==> src/upd_pkg.sv <==
package upd_pkg;

  localparam logic [7:0] CH_QUERY = 8'h3F;
  localparam logic [7:0] CH_PLUS  = 8'h2B;
  localparam logic [7:0] CH_PCT   = 8'h25;
  localparam logic [7:0] CH_SLASH = 8'h2F;
  localparam logic [7:0] CH_DOT   = 8'h2E;
  localparam logic [7:0] CH_SPACE = 8'h20;

  localparam logic [1:0] ST_OK       = 2'd0;
  localparam logic [1:0] ST_BAD_ESC  = 2'd1;
  localparam logic [1:0] ST_TOO_LONG = 2'd2;

  // One queued command: a name byte to store, or the end of a URL.
  typedef struct packed {
    logic       is_end;
    logic       esc_err;
    logic [7:0] data;
  } cmd_t;

  typedef enum logic [3:0] {
    BK_IDLE,
    BK_R1,
    BK_R2,
    BK_R3,
    BK_SCAN,
    BK_WRITE,
    BK_EMIT_START,
    BK_EMIT,
    BK_TERM
  } bk_state_t;

endpackage

==> src/upd_ram.sv <==
module upd_ram #(
  parameter int WIDTH = 8,
  parameter int DEPTH = 64
) (
  input  logic                     clk,
  input  logic                     we,
  input  logic [$clog2(DEPTH)-1:0] waddr,
  input  logic [WIDTH-1:0]         wdata,
  input  logic [$clog2(DEPTH)-1:0] raddr,
  output logic [WIDTH-1:0]         rdata
);

  logic [WIDTH-1:0] mem [DEPTH];

  always_ff @(posedge clk) begin
    if (we) begin
      mem[waddr] <= wdata;
    end
    rdata <= mem[raddr];
  end

endmodule

==> src/upd_front.sv <==
module upd_front (
  input  logic          clk,
  input  logic          rst,
  input  logic          accept,
  input  logic [7:0]    url_byte,
  input  logic          end_of_url,
  output logic          push,
  output upd_pkg::cmd_t cmd
);

  localparam logic [1:0] ESC_NONE = 2'd0;
  localparam logic [1:0] ESC_HI   = 2'd1;
  localparam logic [1:0] ESC_LO   = 2'd2;

  // 0..15 for a hexit, 16 otherwise
  function automatic logic [4:0] hexit_value(input logic [7:0] b);
    logic [7:0] v;
    logic [7:0] w;
    v = b - 8'd48;
    w = (v | 8'd32) - 8'd49;
    if (v < 8'd10) begin
      hexit_value = v[4:0];
    end else if (w < 8'd6) begin
      hexit_value = w[4:0] + 5'd10;
    end else begin
      hexit_value = 5'd16;
    end
  endfunction

  logic [1:0] escape_phase, escape_phase_next;
  logic [3:0] high_nibble, high_nibble_next;
  logic       query_seen, query_seen_next;
  logic       esc_err, esc_err_next;
  logic [4:0] hex;
  logic       url_end;
  logic       in_esc;

  assign hex     = hexit_value(url_byte);
  assign url_end = end_of_url || (url_byte == 8'h00);
  assign in_esc  = (escape_phase == ESC_HI) || (escape_phase == ESC_LO);

  always_comb begin
    escape_phase_next = escape_phase;
    high_nibble_next  = high_nibble;
    query_seen_next   = query_seen;
    esc_err_next      = esc_err;
    push              = 1'b0;
    cmd.is_end        = 1'b0;
    cmd.esc_err       = 1'b0;
    cmd.data          = url_byte;
    if (accept) begin
      if (url_end) begin
        push              = 1'b1;
        cmd.is_end        = 1'b1;
        cmd.esc_err       = esc_err || in_esc;
        cmd.data          = 8'h00;
        escape_phase_next = ESC_NONE;
        high_nibble_next  = 4'd0;
        query_seen_next   = 1'b0;
        esc_err_next      = 1'b0;
      end else if (!esc_err && !query_seen) begin
        if (in_esc) begin
          if (hex[4]) begin
            esc_err_next      = 1'b1;
            escape_phase_next = ESC_NONE;
          end else if (escape_phase == ESC_HI) begin
            high_nibble_next  = hex[3:0];
            escape_phase_next = ESC_LO;
          end else begin
            escape_phase_next = ESC_NONE;
            push              = 1'b1;
            cmd.data          = {high_nibble, hex[3:0]};
          end
        end else if (url_byte == upd_pkg::CH_QUERY) begin
          query_seen_next = 1'b1;
        end else if (url_byte == upd_pkg::CH_PCT) begin
          escape_phase_next = ESC_HI;
        end else begin
          push     = 1'b1;
          cmd.data = (url_byte == upd_pkg::CH_PLUS) ? upd_pkg::CH_SPACE : url_byte;
        end
      end
    end
  end

  always_ff @(posedge clk) begin
    if (rst) begin
      escape_phase <= ESC_NONE;
      high_nibble  <= 4'd0;
      query_seen   <= 1'b0;
      esc_err      <= 1'b0;
    end else begin
      escape_phase <= escape_phase_next;
      high_nibble  <= high_nibble_next;
      query_seen   <= query_seen_next;
      esc_err      <= esc_err_next;
    end
  end

endmodule

==> src/upd_queue.sv <==
module upd_queue (
  input  logic          clk,
  input  logic          rst,
  input  logic          push,
  input  upd_pkg::cmd_t push_cmd,
  input  logic          pop,
  output upd_pkg::cmd_t head,
  output logic          empty,
  output logic          full
);

  upd_pkg::cmd_t entry [2];
  logic          wr_ptr;
  logic          rd_ptr;
  logic [1:0]    count;

  assign head  = entry[rd_ptr];
  assign empty = (count == 2'd0);
  assign full  = (count == 2'd2);

  always_ff @(posedge clk) begin
    if (push) begin
      entry[wr_ptr] <= push_cmd;
    end
  end

  always_ff @(posedge clk) begin
    if (rst) begin
      wr_ptr <= 1'b0;
      rd_ptr <= 1'b0;
      count  <= 2'd0;
    end else begin
      if (push) begin
        wr_ptr <= ~wr_ptr;
      end
      if (pop) begin
        rd_ptr <= ~rd_ptr;
      end
      count <= count + {1'b0, push} - {1'b0, pop};
    end
  end

endmodule

==> src/upd_back.sv <==
module upd_back #(
  parameter int MAX_NAME = 64
) (
  input  logic          clk,
  input  logic          rst,
  input  logic          empty,
  input  upd_pkg::cmd_t head,
  output logic          pop,
  output logic          name_valid,
  output logic [7:0]    name_byte,
  output logic          last,
  output logic [1:0]    status
);

  localparam int IDX_W = $clog2(MAX_NAME + 1);
  localparam int AW    = $clog2(MAX_NAME);

  upd_pkg::bk_state_t state, state_next, fin_state;
  logic [IDX_W-1:0]   wi, wi_next;
  logic               err2, err2_next;
  upd_pkg::cmd_t      cur, cur_next;
  logic [AW-1:0]      idx, idx_next;

  logic               we;
  logic [AW-1:0]      waddr;
  logic [7:0]         wdata;
  logic [AW-1:0]      raddr;
  logic [7:0]         rdata;

  upd_ram #(
    .WIDTH(8),
    .DEPTH(MAX_NAME)
  ) u_store (
    .clk  (clk),
    .we   (we),
    .waddr(waddr),
    .wdata(wdata),
    .raddr(raddr),
    .rdata(rdata)
  );

  // where a finished trim goes: store the pending byte, or dump the name
  assign fin_state = cur.is_end ? upd_pkg::BK_EMIT_START : upd_pkg::BK_WRITE;

  always_comb begin
    state_next = state;
    case (state)
      upd_pkg::BK_IDLE: begin
        if (!empty) begin
          if (head.is_end) begin
            if (err2 || head.esc_err) begin
              state_next = upd_pkg::BK_TERM;
            end else if (wi != '0) begin
              state_next = upd_pkg::BK_R1;
            end else begin
              state_next = upd_pkg::BK_EMIT_START;
            end
          end else if (!err2 && head.data == upd_pkg::CH_SLASH && wi != '0) begin
            state_next = upd_pkg::BK_R1;
          end
        end
      end
      upd_pkg::BK_R1: begin
        if (rdata == upd_pkg::CH_SLASH || rdata != upd_pkg::CH_DOT
            || wi <= IDX_W'(1)) begin
          state_next = fin_state;
        end else begin
          state_next = upd_pkg::BK_R2;
        end
      end
      upd_pkg::BK_R2: begin
        if (rdata == upd_pkg::CH_DOT && wi > IDX_W'(2)) begin
          state_next = upd_pkg::BK_R3;
        end else begin
          state_next = fin_state;
        end
      end
      upd_pkg::BK_R3: begin
        if (rdata == upd_pkg::CH_SLASH && wi != IDX_W'(3)) begin
          state_next = upd_pkg::BK_SCAN;
        end else begin
          state_next = fin_state;
        end
      end
      upd_pkg::BK_SCAN: begin
        if (rdata == upd_pkg::CH_SLASH || wi == '0) begin
          state_next = fin_state;
        end
      end
      upd_pkg::BK_WRITE: begin
        state_next = upd_pkg::BK_IDLE;
      end
      upd_pkg::BK_EMIT_START: begin
        state_next = (wi == '0) ? upd_pkg::BK_TERM : upd_pkg::BK_EMIT;
      end
      upd_pkg::BK_EMIT: begin
        if (IDX_W'(idx) + IDX_W'(1) == wi) begin
          state_next = upd_pkg::BK_TERM;
        end
      end
      upd_pkg::BK_TERM: begin
        state_next = upd_pkg::BK_IDLE;
      end
      default: begin
        state_next = upd_pkg::BK_IDLE;
      end
    endcase
  end

  always_comb begin
    wi_next   = wi;
    err2_next = err2;
    cur_next  = cur;
    idx_next  = idx;
    pop       = 1'b0;
    we        = 1'b0;
    waddr     = AW'(wi);
    wdata     = cur.data;
    raddr     = AW'(wi - IDX_W'(1));
    case (state)
      upd_pkg::BK_IDLE: begin
        if (!empty) begin
          pop      = 1'b1;
          cur_next = head;
          // plain bytes go straight in; a slash needs a look back first
          if (!head.is_end && !err2
              && !(head.data == upd_pkg::CH_SLASH && wi != '0)) begin
            we      = 1'b1;
            wdata   = head.data;
            wi_next = wi + IDX_W'(1);
            if (wi >= IDX_W'(MAX_NAME - 1)) begin
              err2_next = 1'b1;
            end
          end
        end
      end
      upd_pkg::BK_R1: begin
        if (rdata == upd_pkg::CH_SLASH) begin
          if (!cur.is_end) begin
            wi_next = wi - IDX_W'(1);
          end
        end else if (rdata == upd_pkg::CH_DOT) begin
          if (wi <= IDX_W'(1)) begin
            wi_next = '0;
          end else begin
            raddr = AW'(wi - IDX_W'(2));
          end
        end
      end
      upd_pkg::BK_R2: begin
        if (rdata == upd_pkg::CH_SLASH) begin
          wi_next = wi - IDX_W'(2);
        end else if (rdata == upd_pkg::CH_DOT) begin
          if (wi <= IDX_W'(2)) begin
            wi_next = '0;
          end else begin
            raddr = AW'(wi - IDX_W'(3));
          end
        end
      end
      upd_pkg::BK_R3: begin
        // "/.." : drop it, then walk back to the previous slash
        if (rdata == upd_pkg::CH_SLASH) begin
          if (wi == IDX_W'(3)) begin
            wi_next = '0;
          end else begin
            wi_next = wi - IDX_W'(4);
            raddr   = AW'(wi - IDX_W'(4));
          end
        end
      end
      upd_pkg::BK_SCAN: begin
        if (rdata != upd_pkg::CH_SLASH && wi != '0) begin
          wi_next = wi - IDX_W'(1);
          raddr   = AW'(wi - IDX_W'(1));
        end
      end
      upd_pkg::BK_WRITE: begin
        we      = 1'b1;
        wi_next = wi + IDX_W'(1);
        if (wi >= IDX_W'(MAX_NAME - 1)) begin
          err2_next = 1'b1;
        end
      end
      upd_pkg::BK_EMIT_START: begin
        raddr    = '0;
        idx_next = '0;
      end
      upd_pkg::BK_EMIT: begin
        raddr    = idx + AW'(1);
        idx_next = idx + AW'(1);
      end
      upd_pkg::BK_TERM: begin
        wi_next   = '0;
        err2_next = 1'b0;
      end
      default: begin
        wi_next = wi;
      end
    endcase
  end

  always_comb begin
    name_valid = (state == upd_pkg::BK_EMIT) || (state == upd_pkg::BK_TERM);
    name_byte  = (state == upd_pkg::BK_EMIT) ? rdata : 8'h00;
    last       = (state == upd_pkg::BK_TERM);
    status     = upd_pkg::ST_OK;
    if (state == upd_pkg::BK_TERM) begin
      if (err2) begin
        status = upd_pkg::ST_TOO_LONG;
      end else if (cur.esc_err) begin
        status = upd_pkg::ST_BAD_ESC;
      end
    end
  end

  always_ff @(posedge clk) begin
    if (rst) begin
      state <= upd_pkg::BK_IDLE;
      wi    <= '0;
      err2  <= 1'b0;
    end else begin
      state <= state_next;
      wi    <= wi_next;
      err2  <= err2_next;
    end
  end

  always_ff @(posedge clk) begin
    cur <= cur_next;
    idx <= idx_next;
  end

endmodule

==> src/url_path_decoder_core.sv <==
// Timing: a plain name byte is stored in the cycle after it is taken when the back end is idle;
//   a slash first reads back in states R1, R2 and R3 as far as it needs and, when it closes
//   a "/.." one, walks back in SCAN to the previous slash before it is written in WRITE.
// Throughput: a word is taken each cycle while the two-entry command queue has room;
//   the back end retires one plain byte per cycle while no slash or end is in hand. An end
//   of URL gives its name bytes at one per cycle, then the terminator, once a trailing dot
//   component is dropped; after an error the terminator alone comes, straight from idle.
// Reset: synchronous; control state clears, the name store is not cleared. Results are
//   strobed for one cycle each and the receiver cannot stall them.
module url_path_decoder_core #(
  parameter int MAX_NAME = 64
) (
  input  logic       clk,
  input  logic       rst,
  input  logic       start,
  output logic       busy,
  input  logic [7:0] url_byte,
  input  logic       end_of_url,
  output logic       name_valid,
  output logic [7:0] name_byte,
  output logic       last,
  output logic [1:0] status
);

  logic          accept;
  logic          push;
  upd_pkg::cmd_t push_cmd;
  upd_pkg::cmd_t head;
  logic          pop;
  logic          empty;
  logic          full;

  assign busy   = full;
  assign accept = start && !busy;

  upd_front u_front (
    .clk       (clk),
    .rst       (rst),
    .accept    (accept),
    .url_byte  (url_byte),
    .end_of_url(end_of_url),
    .push      (push),
    .cmd       (push_cmd)
  );

  upd_queue u_queue (
    .clk     (clk),
    .rst     (rst),
    .push    (push),
    .push_cmd(push_cmd),
    .pop     (pop),
    .head    (head),
    .empty   (empty),
    .full    (full)
  );

  upd_back #(
    .MAX_NAME(MAX_NAME)
  ) u_back (
    .clk       (clk),
    .rst       (rst),
    .empty     (empty),
    .head      (head),
    .pop       (pop),
    .name_valid(name_valid),
    .name_byte (name_byte),
    .last      (last),
    .status    (status)
  );

endmodule

==> config.mk <==
export PLATFORM = sky130hd
export DESIGN_NAME = url_path_decoder_core
export DESIGN_NICKNAME = d
export VERILOG_FILES = /design/src/upd_pkg.sv /design/src/upd_ram.sv /design/src/upd_front.sv /design/src/upd_queue.sv /design/src/upd_back.sv /design/src/url_path_decoder_core.sv
export SDC_FILE = /design/constraint.sdc
export NUM_CORES = 1
export LEC_CHECK = 0
export ABC_AREA = 1
export BUFFER_PORTS_ARGS = -buffer_cell sky130_fd_sc_hd__buf_2
export CORE_UTILIZATION = 27
export CTS_CLUSTER_SIZE = 14
export DETAILED_ROUTE_END_ITERATION = 8
export SYNTH_ARGS = -nofsm -noshare
export SYNTH_HDL_FRONTEND = slang
export SYNTH_SLANG_ARGS = --single-unit
export TNS_END_PERCENT = 10
==> constraint.sdc <==
create_clock -name clk -period 13.4 [get_ports clk]
set_input_delay 0.67 -clock clk [delete_from_list [all_inputs] [get_ports clk]]
set_output_delay 0.67 -clock clk [all_outputs]
set_load 0.03 [all_outputs]
==> results of run 1 <==
==> flip-flops by register name, summed over array words and instances (netlist names), named ones only <==
| signal | cells |
|---|---|
| u_queue.count | 2 |
| u_front.high_nibble | 4 |
| u_back.state | 4 |
| u_back.cur | 10 |
| u_front.escape_phase | 2 |
| u_queue.rd_ptr | 1 |
| u_back.idx | 6 |
| u_front.esc_err | 1 |
| u_queue.entry | 20 |
| u_queue.wr_ptr | 1 |
| u_back.u_store.rdata | 8 |
| u_back.u_store.mem | 512 |
| u_front.query_seen | 1 |
| u_back.err2 | 1 |
| u_back.wi | 7 |
==> per-layer routing <==
metal	share of wire	GRT usage
met2	0.46	0.229
met1	0.43	0.197
met5	0.00060	0
met3	0.081	0.0327
met4	0.030	0.0509
==> cell usage in the layout, fill, tap and decap left out, drive strengths merged, types with 3 or more instances in the layout <==
cell type / synthesis / layout
nor3: 16 / 16
xor2: 16 / 16
xnor2: 3 / 3
ha: 22 / 22
a22oi: 6 / 6
nor2: 137 / 137
a21oi: 31 / 31
a211oi: 11 / 11
dfxtp: 33 / 33
nand3: 558 / 558
o22ai: 4 / 4
or2: 5 / 5
buf: 132 / 49
clkinv: 1 / 22
a31oi: 3 / 3
bufinv: 0 / 6
o21ai: 52 / 52
inv: 354 / 360
o221ai: 5 / 5
nand3b: 200 / 200
nor4: 4 / 4
clkbuf: 12 / 85
edfxtp: 548 / 548
nand4: 13 / 13
nand2: 486 / 486
==> final timing paths <==
| check | from | to | slack, ns |
|---|---|---|---|
| max reg2reg | u_back.wi[3]$_SDFFE_PP0P_ | u_back.u_store.rdata[2]$_DFF_P_ | 7.89 |
| min reg2reg | u_queue.rd_ptr$_SDFFE_PP0P_ | register | 0.45 |
| min | u_queue.rd_ptr$_SDFFE_PP0P_ | register | 0.45 |
| max | u_back.wi[3]$_SDFFE_PP0P_ | u_back.u_store.rdata[2]$_DFF_P_ | 7.89 |
==> cells by family after synthesis <==
kind of cell | after synthesis | share of synthesized area
AND/OR/NAND/NOR | 1421 | 0.254
buffers and inverters | 499 | 0.0755
AO/OA/AOI/OAI | 124 | 0.0278
flip-flops | 581 | 0.627
adder cells (fa/ha/maj) | 22 | 0.0101
XOR/XNOR | 19 | 0.00609
==> final cells by class <==
class                           count  share of cell area
Sequential cell                   581               0.557
Inverter                          355              0.0433
Clock inverter                     33              0.0112
Tap cell                         1298              0.0528
Clock buffer                       85              0.0581
Multi-Input combinational cell   1586               0.268
Timing Repair Buffer               49              0.0104
==> power breakdown <==
group          internal (uW)  leakage [uW]  switching (uW)
clock network           1060       0.00105             740
registers               2460       0.00522            55.1
logic                    789       0.00556            2510
total                   4320        0.0118            3300
==> critical path, delay by kind of cell, from the launching register on <==
kind                       cells  cell delay, ns
adders and majority gates      1            0.33
buffers and inverters          4            1.60
and+or+nand+nor               13            2.39
AOI/OAI and AO/OA              1            0.13
DFF                            1            0.68
==> synthesized netlist by cell type, types with 3 or more instances <==
library cell,number,area (um2)
edfxtp_1,548,16500
o221ai_1,5,43.8
or2_2,3,18.8
inv_1,348,1310
a21oi_1,30,150
nor3_1,14,70.1
buf_2,123,616
a22oi_1,6,45.0
buf_4,9,67.6
clkbuf_1,12,45.0
nand2_1,486,1820
nor4_1,4,25.0
ha_1,22,275
nor2_4,4,45.0
nor2_1,126,473
nand3b_1,200,1500
xnor2_1,3,26.3
nor2_2,7,43.8
o21ai_0,49,245
inv_2,6,22.5
a31oi_1,3,18.8
o22ai_1,4,25.0
xor2_1,16,140
o21ai_1,3,15.0
a211oi_1,11,82.6
nand3_1,558,2790
dfxtp_1,33,661
nand4_1,12,75.1
==> per-stage QoR <==
stage          total power (uW)  setup slack, ns  area (um2)  std cells
3_5_place_dp               5830             8.17       28600       3869
4_1_cts                    7630             8.16       30800       3987
6_report                   7620             7.89       30800       3987
3_3_place_gp               5820             8.19       28600       3869
5_1_grt                    7980             7.64       30800       3987
2_1_floorplan              4650             8.17       27300       2666
==> results.md, run 1 <==
- The final number of setup-violating endpoints is 0.
- The critical path goes through inv_1, ha_1, nand2_1, inv_1, nand3_1, nand3_1, nand2_1, nand3_1, o21bai_4, buf_4, nand2_4, buf_12, nand2_1, nand3_1, nand3_1, nand3_1, nand3_1, nand3_1, nand2_1.
- Of the synthesized area, sequential elements account for 0.627.
- At the worst endpoint, the arrival time is 6.07 ns.
- The routed wire length is 76100 um.
- Counting instances, the worst hold path has a depth of 1.
- Headroom to the max-slew limit came out at 0.224.
- The reported max-cap violation count is 0.
- Once detailed placement completed, the half-perimeter wirelength came to around 44000 um.
- The synthesized net count is 2700.
- The global routing usage summed across all routing layers is 0.146.
- The mapped netlist covers between 20000 and 30000 um2.
- Final hold analysis gives a worst-case slack of 0.446 ns.
- Using the TritonRoute via totals, the vias-per-cell ratio works out to 4.84.
- The initial DRC count is 2116.
- After detailed routing, the average wire length per cell comes to about 19 um.
- The pin slew with the least headroom to its limit is ~1.2 ns.
- TritonCTS built the clock tree.
- The element type at the critical path start is a register.
- The slowest cell on the critical path is buf_4.
- The multi-input combinational cell area is around 8200 um2.
- The number of cells on the worst reg-to-reg path is 19.
- The area growth from synthesis to layout is 12.6%.
- The height of the chip is approximately 320 um.
- The kind of path behind the tightest hold check is reg -> reg.
- The hold violation total from the final report is 0.
- The initial antenna violation count is 3.
- The endpoint type of the worst setup path is a register.
- Counting along the longest clock path gives a buffer depth of 3.
- Static timing analysis puts the maximum clock frequency at 182 MHz.
- For this run, asynchronously set or reset flops after synthesis account for 0.
- At the end of the flow, the number of nets in the layout was between 2000 and 3000.
- The count of nets left with antenna violations after detail routing is 0.
- The fraction of the core area covered by cells at the end of the flow is 0.307.
- The starting utilization of the core area is 0.273.
- Entering global routing, the biggest net connects 203 pins.
- The post-cts hold buffer count is 0.
- The number of buffers inserted by port buffering is 24.
- The repair_antennas step left the layout with diodes totalling 0.
- Setup repair after global routing left no endpoint under its margin.
- The number of global-route vias before repair is ~18000.
- From left edge to right edge, the die measures between 300 and 400 um.
- The part of the cycle the worst path needs is 0.411.
- For this design the static power due to leakage is 0.0118 uW.
- The H-tree depth reported by CTS is 3.
- The root buffer selected by CTS is clkbuf_16.
- After floorplanning, the core was divided into approximately 120 placement rows.
- The full die area is 102000 um2.
- The global route total overflow is 0.
- By startpoint and endpoint, the worst setup path is classified as reg -> reg.
- The worst supply voltage drop on vdd is 0.175 mV.
- The clock buffer count from CTS is 67.
- The most used cell along the critical path is nand3_1.
- The endpoint required time on the critical path is 13.97 ns.
- In the final layout, the share of cells above drive strength 1 is 0.0669.
- After floorplanning, the core was sized to cover 100000 um2.
- For this run, the leading register cell type out of synthesis is edfxtp_1.
- The clock-pin slew reported for the worst setup and hold paths after clock tree synthesis is 0.06 ns.
- For this run, the detailed router's first-pass iteration total came to 6.
- The number of enable-type register cells in the synthesized netlist is 548.
- The number of instances in the synthesized netlist is 2666.
- In the routed design, unresolved DRC markers number 0.
- The largest fanout on the critical path is 202.
- The number of warning messages in the yosys log is 0.
- For this run, the slowest stage of the critical path takes just under 0.8 ns.
- The register bit count reported by yosys is 581.
- In the final layout, flip-flops and latches occupy 17100 um2.
- The max-slew violation total from the final report was 0.
- Adding up every negative setup slack in the final design gives 0 ns.
- The first global-routing pass estimated 115000 um of wire.
- The run finished with clean final reports.
- 25 I/O pins were placed.
- The count of instances resized after the clock tree is built is 0.
- The clock insertion delay at the later pin of the skew report is 0.62 ns.
- At the end of routability-driven placement, the weighted congestion stood at just under 0.9.
- The clock sink count is 581.
- For the final database, setup skew stands at around 0.034 ns.
- The clock period could shrink to 5.51 ns.
- The filler cells instantiated in the layout total 10200.
- For this design the ratio of total power to cell area is around 250 nW/um2.
- Summing over every cut layer, the via total after detailed routing is 19300.
- The average footprint of a synthesized cell is 10.2 um2.
- The post-CTS setup buffer count is 0.
- Yosys mapped the design onto 47 distinct sky130hd cell types.
(Power assumes the default switching activity.)
==> run 2, diff against run 1 <==
==> constraint.sdc (replaced) <==
create_clock -name clk -period 5.52 [get_ports clk]
set_input_delay 0.276 -clock clk [delete_from_list [all_inputs] [get_ports clk]]
set_output_delay 0.276 -clock clk [all_outputs]
set_load 0.03 [all_outputs]
==> run 2 against run 1 <==
  * Hold slack worse by 0.36 ns
  * Critical path type unchanged
  * Largest power group unchanged
  * Global-route usage is 0.29 points lower
  * Clock skew is 0.013 ns lower
  * First-iteration DRC count is 1.0% lower
  * Largest cell class unchanged
  * Wire length is 1.3% lower
  * Register-to-register slack worse by 6.9 ns
  * Design area is 0.26% higher
  * Power is 140% higher
  * Via count is 0.66% higher
  * Count of clock-buffer cells in the layout is 2 lower
  * Sequential power is 140% higher
==> results.md, run 2 (synthesis results as in run 1) <==
- The hold violation total from the final report came to 0.
- The startpoint of the worst setup timing path is u_back.wi[3]$_SDFFE_PP0P_.
- Across every metal layer, demand over resource in global routing totals 0.143.
- The first-pass detailed-route iteration total is 5.
- The fraction of the core area covered by cells at the end of the flow is 0.308.
- Summed over all layers, the routed wires come to 75100 um.
- Setup violations remaining at the end of the flow were counted as 0.
- Setup total negative slack on the finished layout was measured at 0 ns.
- The post-place instance area is between 20000 and 30000 um2.
- The max-slew violation total from the final report is 0.
- For the worst flop-to-flop path, the logic depth is 12.
- The final layout contains 2692 nets.
- In the routed layout, each cell is associated on average with a via count of slightly below 5.
- The number of top-level pins is 25.
- The clock sink count is 581.
- During placement, the flow inserted port buffers numbering 24.
- In the routed design, unresolved DRC markers number 0.
- The setup path with the least slack is of type reg -> reg.
- The number of global-route vias before repair was approximately 18000.
- The initial antenna violation count is 4.
- The post-cts hold buffer count is 0.
- The element type at the critical path start is a register.
- The total area inside the core boundary comes to 100000 um2.
- The later pin in the worst-skew pair is clocked with a latency of 0.63 ns.
- The area growth from synthesis to layout is 12.9%.
- The H-tree depth reported by CTS is 2.
- The final weighted congestion in routability-driven placement is between 0.8 and 0.9.
- The post-CTS setup buffer count is 0.
- For this configuration, the core starts out at a cell density of 0.273.
- Static timing analysis puts the maximum clock frequency at 222 MHz.
- The multi-input combinational cells in the finished layout cover a total of between 8000 and 9000 um2.
- After the first detailed-routing iteration, the DRC count stood at 2094.
- TritonCTS built the clock tree.
- The first global-routing pass estimated ~110000 um of wire.
- The worst flop-to-flop path endpoint is u_back.u_store.mem[43][3]$_DFFE_PP_.
- Data on the critical path is required at its endpoint by 5.77 ns.
- The height of the chip is 320 um.
- The setup clock skew after layout is between 0.02 and 0.025 ns.
- The largest registers in the layout are u_back.u_store.mem x512, u_queue.entry x20, u_back.cur x10.
- The count of instances resized after the clock tree is built is 0.
- The number of flip-flops in the largest register is 512.
- Leaving out fill and tap cells, the most frequent cell in the layout is nand3_1.
- For the pin with the worst max-slew slack, the measured transition is 1.20 ns.
- Summed over all layers, the global routing overflow is 0.
- Setup repair after global routing left no endpoint under its margin.
- The run finished with clean final reports.
- The remaining max-slew budget at the tightest pin is 0.196.
- In the final layout, the share of cells above drive strength 1 is 0.0713.
- Across all register-to-register paths, the minimum setup slack is 1.02 ns.
- The launch instance of the worst register-to-register path is u_back.wi[3]$_SDFFE_PP0P_.
- The most flop-heavy register is u_back.u_store.mem.
- The total via count in the routed design is 19400.
- The die extent in x is about 320 um.
- 0 antenna diodes ended up in the layout.
- Clock tree synthesis inserted a total of 60 buffers.
- The part of the cycle the worst path needs is 0.815.
- The count of filler cells inserted in the layout is 10300.
- The leakage power summed over all cells is 0.0119 uW.
- The routed wirelength normalized by instance count is 18.7 um.
- The sequential cell area is 17100 um2.
- In this run the power density over the cells is 594 nW/um2.
- The floorplan step defined a die boundary enclosing 102000 um2.
- The capturing instance or port of the critical path is u_back.u_store.mem[43][3]$_DFFE_PP_.
- Entering global routing, the biggest net connects 170 pins.
- The detail route stage leaves a number of antenna-violating nets equal to 0.
- With fillers left out, the area of the finished cells amounts to about 31000 um2.
- The worst supply voltage drop on vdd is between 0.5 and 0.6 mV.
- The number of buffers on the longest clock path is 3.
- The largest fanout on the critical path is 12.
- Once detailed placement completed, the half-perimeter wirelength came to between 40000 and 50000 um.
- The worst setup path is captured at a register.
- The path class of the tightest hold or removal check is in -> reg.
- The clock-pin slew reported for the worst setup and hold paths after clock tree synthesis is 0.06 ns.
- The initialized floorplan defines approximately 120 standard-cell rows.
- The shortest period the worst path allows is ~4.5 ns.
- In the layout the commonest cells are nand3_1 (558), edfxtp_1 (548), nand2_1 (480), inv_1 (348), nand3b_1 (200).
- STA puts the critical path data arrival time at about 4.7 ns.
- The root buffer selected by CTS is clkbuf_16.
- Across the run, the number of max-cap violations was 0.
- Overall power consumption after layout is estimated at 18300 uW.
-- run 2: worst min path at each step --
stage | startpoint | end | slack [ns] | cells past startpoint
4_1_cts | rst | u_queue.count[0]$_SDFF_PP0_ | 0.06 | 2
2_1_floorplan | u_queue.rd_ptr$_SDFFE_PP0P_ | register | 0.43 | 1
5_1_grt | rst | u_queue.count[0]$_SDFF_PP0_ | 0.07 | 2
6_report | rst | u_queue.count[0]$_SDFF_PP0_ | 0.09 | 2
3_3_place_gp | u_queue.rd_ptr$_SDFFE_PP0P_ | u_queue.rd_ptr$_SDFFE_PP0P_ | 0.44 | 1
3_5_place_dp | u_queue.rd_ptr$_SDFFE_PP0P_ | u_queue.rd_ptr$_SDFFE_PP0P_ | 0.45 | 1
-- run 2: worst max-delay path: stages (launching register included) --
cell	delay, ns
dfxtp_1	0.47
inv_1	0.25
ha_1	0.32
nand2_1	0.09
nor3_1	0.44
nor2_1	0.09
nand4_1	0.12
nand3_1	0.11
nor2_2	0.22
inv_1	0.27
nand2_1	0.34
nand3_1	0.60
nor2_1	0.78
-- run 2: metal layers --
metal  vias up  track usage  wire length (um)
met3       124       0.0256              5740
met5         -            0                23
met1      9409        0.199             33200
met4         4       0.0455              2000
li1       9128            -                 -
met2       764        0.224             34100
-- run 2: power breakdown --
part	total, uW	switching, uW	internal (uW)
logic	8320	6180	2130
registers	6080	122	5960
clock network	3920	1680	2240
total	18300	7980	10300
-- run 2: cell type report --
| class | instances | share of cell area |
|---|---|---|
| Clock buffer | 83 | 0.0528 |
| Clock inverter | 29 | 0.00832 |
| Inverter | 355 | 0.0432 |
| Multi-Input combinational cell | 1586 | 0.267 |
| Sequential cell | 581 | 0.555 |
| Tap cell | 1298 | 0.0527 |
| Timing Repair Buffer | 74 | 0.0213 |
-- run 2: through the flow --
step                      hold WS (ns)  setup slack [ns]  instances
after floorplan                  0.426             0.290       2666
after global placement           0.436              1.10       3894
after detailed placement         0.447              1.01       3894
after CTS                       0.0599              1.01       4006
after global routing            0.0696             0.633       4006
final                           0.0853              1.02       4006
==> run 3, diff against run 2 <==
==> constraint.sdc (replaced) <==
create_clock -name clk -period 4.7 [get_ports clk]
set_input_delay 0.235 -clock clk [delete_from_list [all_inputs] [get_ports clk]]
set_output_delay 0.235 -clock clk [all_outputs]
set_load 0.03 [all_outputs]
==> run 3 against run 2 <==
  * Die area unchanged
  * Sequential cell count unchanged
  * Design area increased by 2.4%
  * Worst setup slack got worse by 0.52 ns
  * Hold slack got worse by 0.055 ns
  * Combinational power increased by 19%
  * Clock power increased by 29%
  * Global-route usage increased by 0.35 points
  * Clock skew increased by 0.010 ns
  * Highest routed layer is now met4
==> results.md, run 3 (synthesis results as in run 1) <==
- The H-tree depth reported by CTS is 2.
- The launch instance of the worst register-to-register path is u_back.u_store.rdata[2]$_DFF_P_.
- The kind of path behind the tightest hold check is in -> reg.
- Leaving out fill and tap cells, the most frequent cells in the layout are nand3_1 (558), edfxtp_1 (548), nand2_1 (480), inv_1 (348), nand3b_1 (200).
- The count of instances resized after the clock tree is built is 0.
- The leading cell type in the layout, fill and taps excluded is nand3_1.
- The routed wirelength normalized by instance count is between 15 and 20 um.
- Tracing the worst setup path back leads to its startpoint at u_back.u_store.rdata[2]$_DFF_P_.
- Once detailed placement completed, the half-perimeter wirelength came to roughly 46000 um.
- The number of global-route vias before repair is between 15000 and 20000.
- The number of flip-flops in the largest register is 512.
- Setup violations remaining at the end of the flow were counted as 0.
- The count of nets left with antenna violations once routing finished came out at 0.
- The die is 320 um tall.
- On the critical path, the stage with the largest delay is an instance of nor2_1.
- The fraction of the core area covered by cells at the end of the flow is 0.315.
- Setup repair after global routing left no endpoint under its margin.
- The multi-input combinational cell area is 8220 um2.
- In the final layout, the share of cells above drive strength 1 is 0.0933.
- The final instance count without filler cells is 4062.
- The ratio of total power to cell area is 699 nW/um2.
- The worst flop-to-flop path endpoint is u_back.u_store.rdata[7]$_DFF_P_.
- The worst stage delay on the critical path is 0.71 ns.
- u_back.u_store.mem holds more flip-flops than any other register.
- The number of setup buffers added after CTS is 0.
- In this run the worst path has a maximum fanout of 40.
- The first routing iteration left 2353 violations.
- The post-route DRC violation count is 0.
- Of the total power, the clock network draws 0.229.
- The first-pass detailed-route iteration total is 6.
- The total via count in the routed design is 19800.
- The initial antenna violation count is 0.
- The count of filler cells inserted in the layout is 10100.
- At the pin with the least slew margin, the transition time is 0.958 ns.
- The final layout contains 2746 nets.
- The number of cells on the worst reg-to-reg path is 16.
- The classification of the worst setup path is reg -> reg.
- Across all register-to-register paths, the minimum setup slack is 0.50 ns.
- The worst supply voltage drop on vdd is about 0.73 mV.
- For this design the static power due to leakage is around 0.012 uW.
- The number of antenna diodes in the final layout is 0.
- The fraction of power spent switching nets is 0.430.
- The max-slew violation total from the final report was 0.
- In the routed layout, each cell is associated on average with a via count of 4.86.
- Compared with the post-synthesis result, the final layout area differs by 15.7%.
- The clock buffer count from CTS is 61.
- Across the run, the number of max-cap violations was 0.
- The sequential cell area is around 17000 um2.
- The largest net degree at the start of global routing is 133.
- The total design power is 22100 uW.
- The final weighted congestion in routability-driven placement is 0.908.
- In this run the standard cell core region covers 100000 um2.
- In the finished design, the share of the clock period the worst path needs comes to 0.893.
- TritonCTS built the clock tree.
- The endpoint required time on the critical path is 5.25 ns.
- The most critical setup path has its endpoint at u_back.u_store.rdata[7]$_DFF_P_.
- The relative contribution of combinational cells to total power is 0.448.
- The largest registers in the layout are u_back.u_store.mem x512, u_queue.entry x20, u_back.cur x10.
- The post-cts hold buffer count is 0.
- Summed over all layers, the global routing overflow is 0.
- Clock-pin slew was measured on the worst setup and hold paths at 0.06 ns.
- The root buffer selected by CTS is clkbuf_16.
- The register share of total power is 0.323.
- The worst path in the final design needs a cycle of 4.20 ns, including I/O delays and setup.
- The remaining max-slew budget at the tightest pin is 0.361.
- The die extent in x is between 300 and 400 um.
- The endpoint type of the worst setup path is a register.
- The hold violation total from the final report was 0.
- The internal portion of the total power is 12600 uW.
- The full die area is 102000 um2.
- STA classifies the critical path startpoint as a register.
- The global routing usage summed across all routing layers is 0.146.
- The most used cell along the critical path is nand3_1.
- The setup clock skew after layout is a little over 0.03 ns.
- The first-pass GRT wire length is 116000 um.
- The flow ran to the end, and the final reports show no timing, DRC or antenna violations.
- The analysis attributes to net switching a power of between 9000 and 10000 uW.
- For this run, the top clock speed supported by timing is 238 MHz.
- The clock insertion delay at the later pin of the skew report is 0.65 ns.
- Counting tap cells, the placed design contains a total of ~4000 instances.
- The critical path goes through nand2_1, nor2_1, inv_1, nor2_2, nand3_1, nand2_1, a21oi_4, nand2_4, buf_4, nand2_1, nand3_1, nand3_1, nand3_1, nand3_1, nand3_1, nand2_1.
- The routed design has 76100 um of wire.
- The initial utilization of the core area, before any placement, comes to 0.273.
- The data arrival time at the worst-slack endpoint is 4.75 ns.
- The start point of the worst min-delay path is rst.
- The clock net in this run drives a total of 581 sinks.
- For the final routed database, the setup TNS stands at 0 ns.
- The number of buffers inserted by port buffering is 24.
- The number of top-level pins is 25.
- The floorplan has 116 rows.
- The clock passes through at most 3 buffers.
-- run 3: critical path: cells and delay by family, from the launching register on --
| family | cells | cell delay [ns] |
|---|---|---|
| AND/OR/NAND/NOR | 13 | 2.88 |
| flip-flops | 1 | 0.56 |
| buffers and inverters | 2 | 0.54 |
| AO/OA/AOI/OAI | 1 | 0.09 |
-- run 3: worst min path at each step --
stage          depth (start not counted)                               to
2_1_floorplan                          1                         register
4_1_cts                                3    u_queue.entry[0][7]$_DFFE_PP_
5_1_grt                                3    u_queue.entry[1][5]$_DFFE_PP_
6_report                               2      u_queue.count[0]$_SDFF_PP0_
3_3_place_gp                           1                         register
3_5_place_dp                           2  u_front.query_seen$_SDFFE_PP0P_
-- run 3: per-layer routing --
metal,track usage,wire [um],up-vias
met5,0,0,-
met4,0.0506,2280,0
met3,0.0302,6140,150
met2,0.227,34300,755
met1,0.202,33400,9605
li1,-,-,9245
-- run 3: cell type report --
type,count,share of cell area
inverter,355,0.0422
clock buffer,87,0.0560
timing repair buffer,127,0.0366
clock inverter,28,0.0114
tap,1298,0.0514
sequential,581,0.542
multi-input combinational,1586,0.260
-- run 3: power by group through the flow --
stage / registers [uW] / logic, uW / clock network [uW]
global placement: 7220 / 9810 / 0
detailed placement: 7230 / 9810 / 0
floorplan: 7290 / 5980 / 0
global route: 7140 / 10700 / 5330
finish: 7120 / 9880 / 5060
CTS: 7120 / 9840 / 5130
-- run 3: metrics by stage --
stage / hold slack (ns) / setup slack (ns) / cell area [um2]
2_1_floorplan: 0.426 / -0.531 / 27300
3_3_place_gp: 0.432 / 0.736 / 29500
3_5_place_dp: 0.439 / 0.601 / 29500
4_1_cts: 0.00153 / 0.585 / 31600
5_1_grt: 0.0226 / 0.249 / 31600
6_report: 0.0304 / 0.501 / 31600
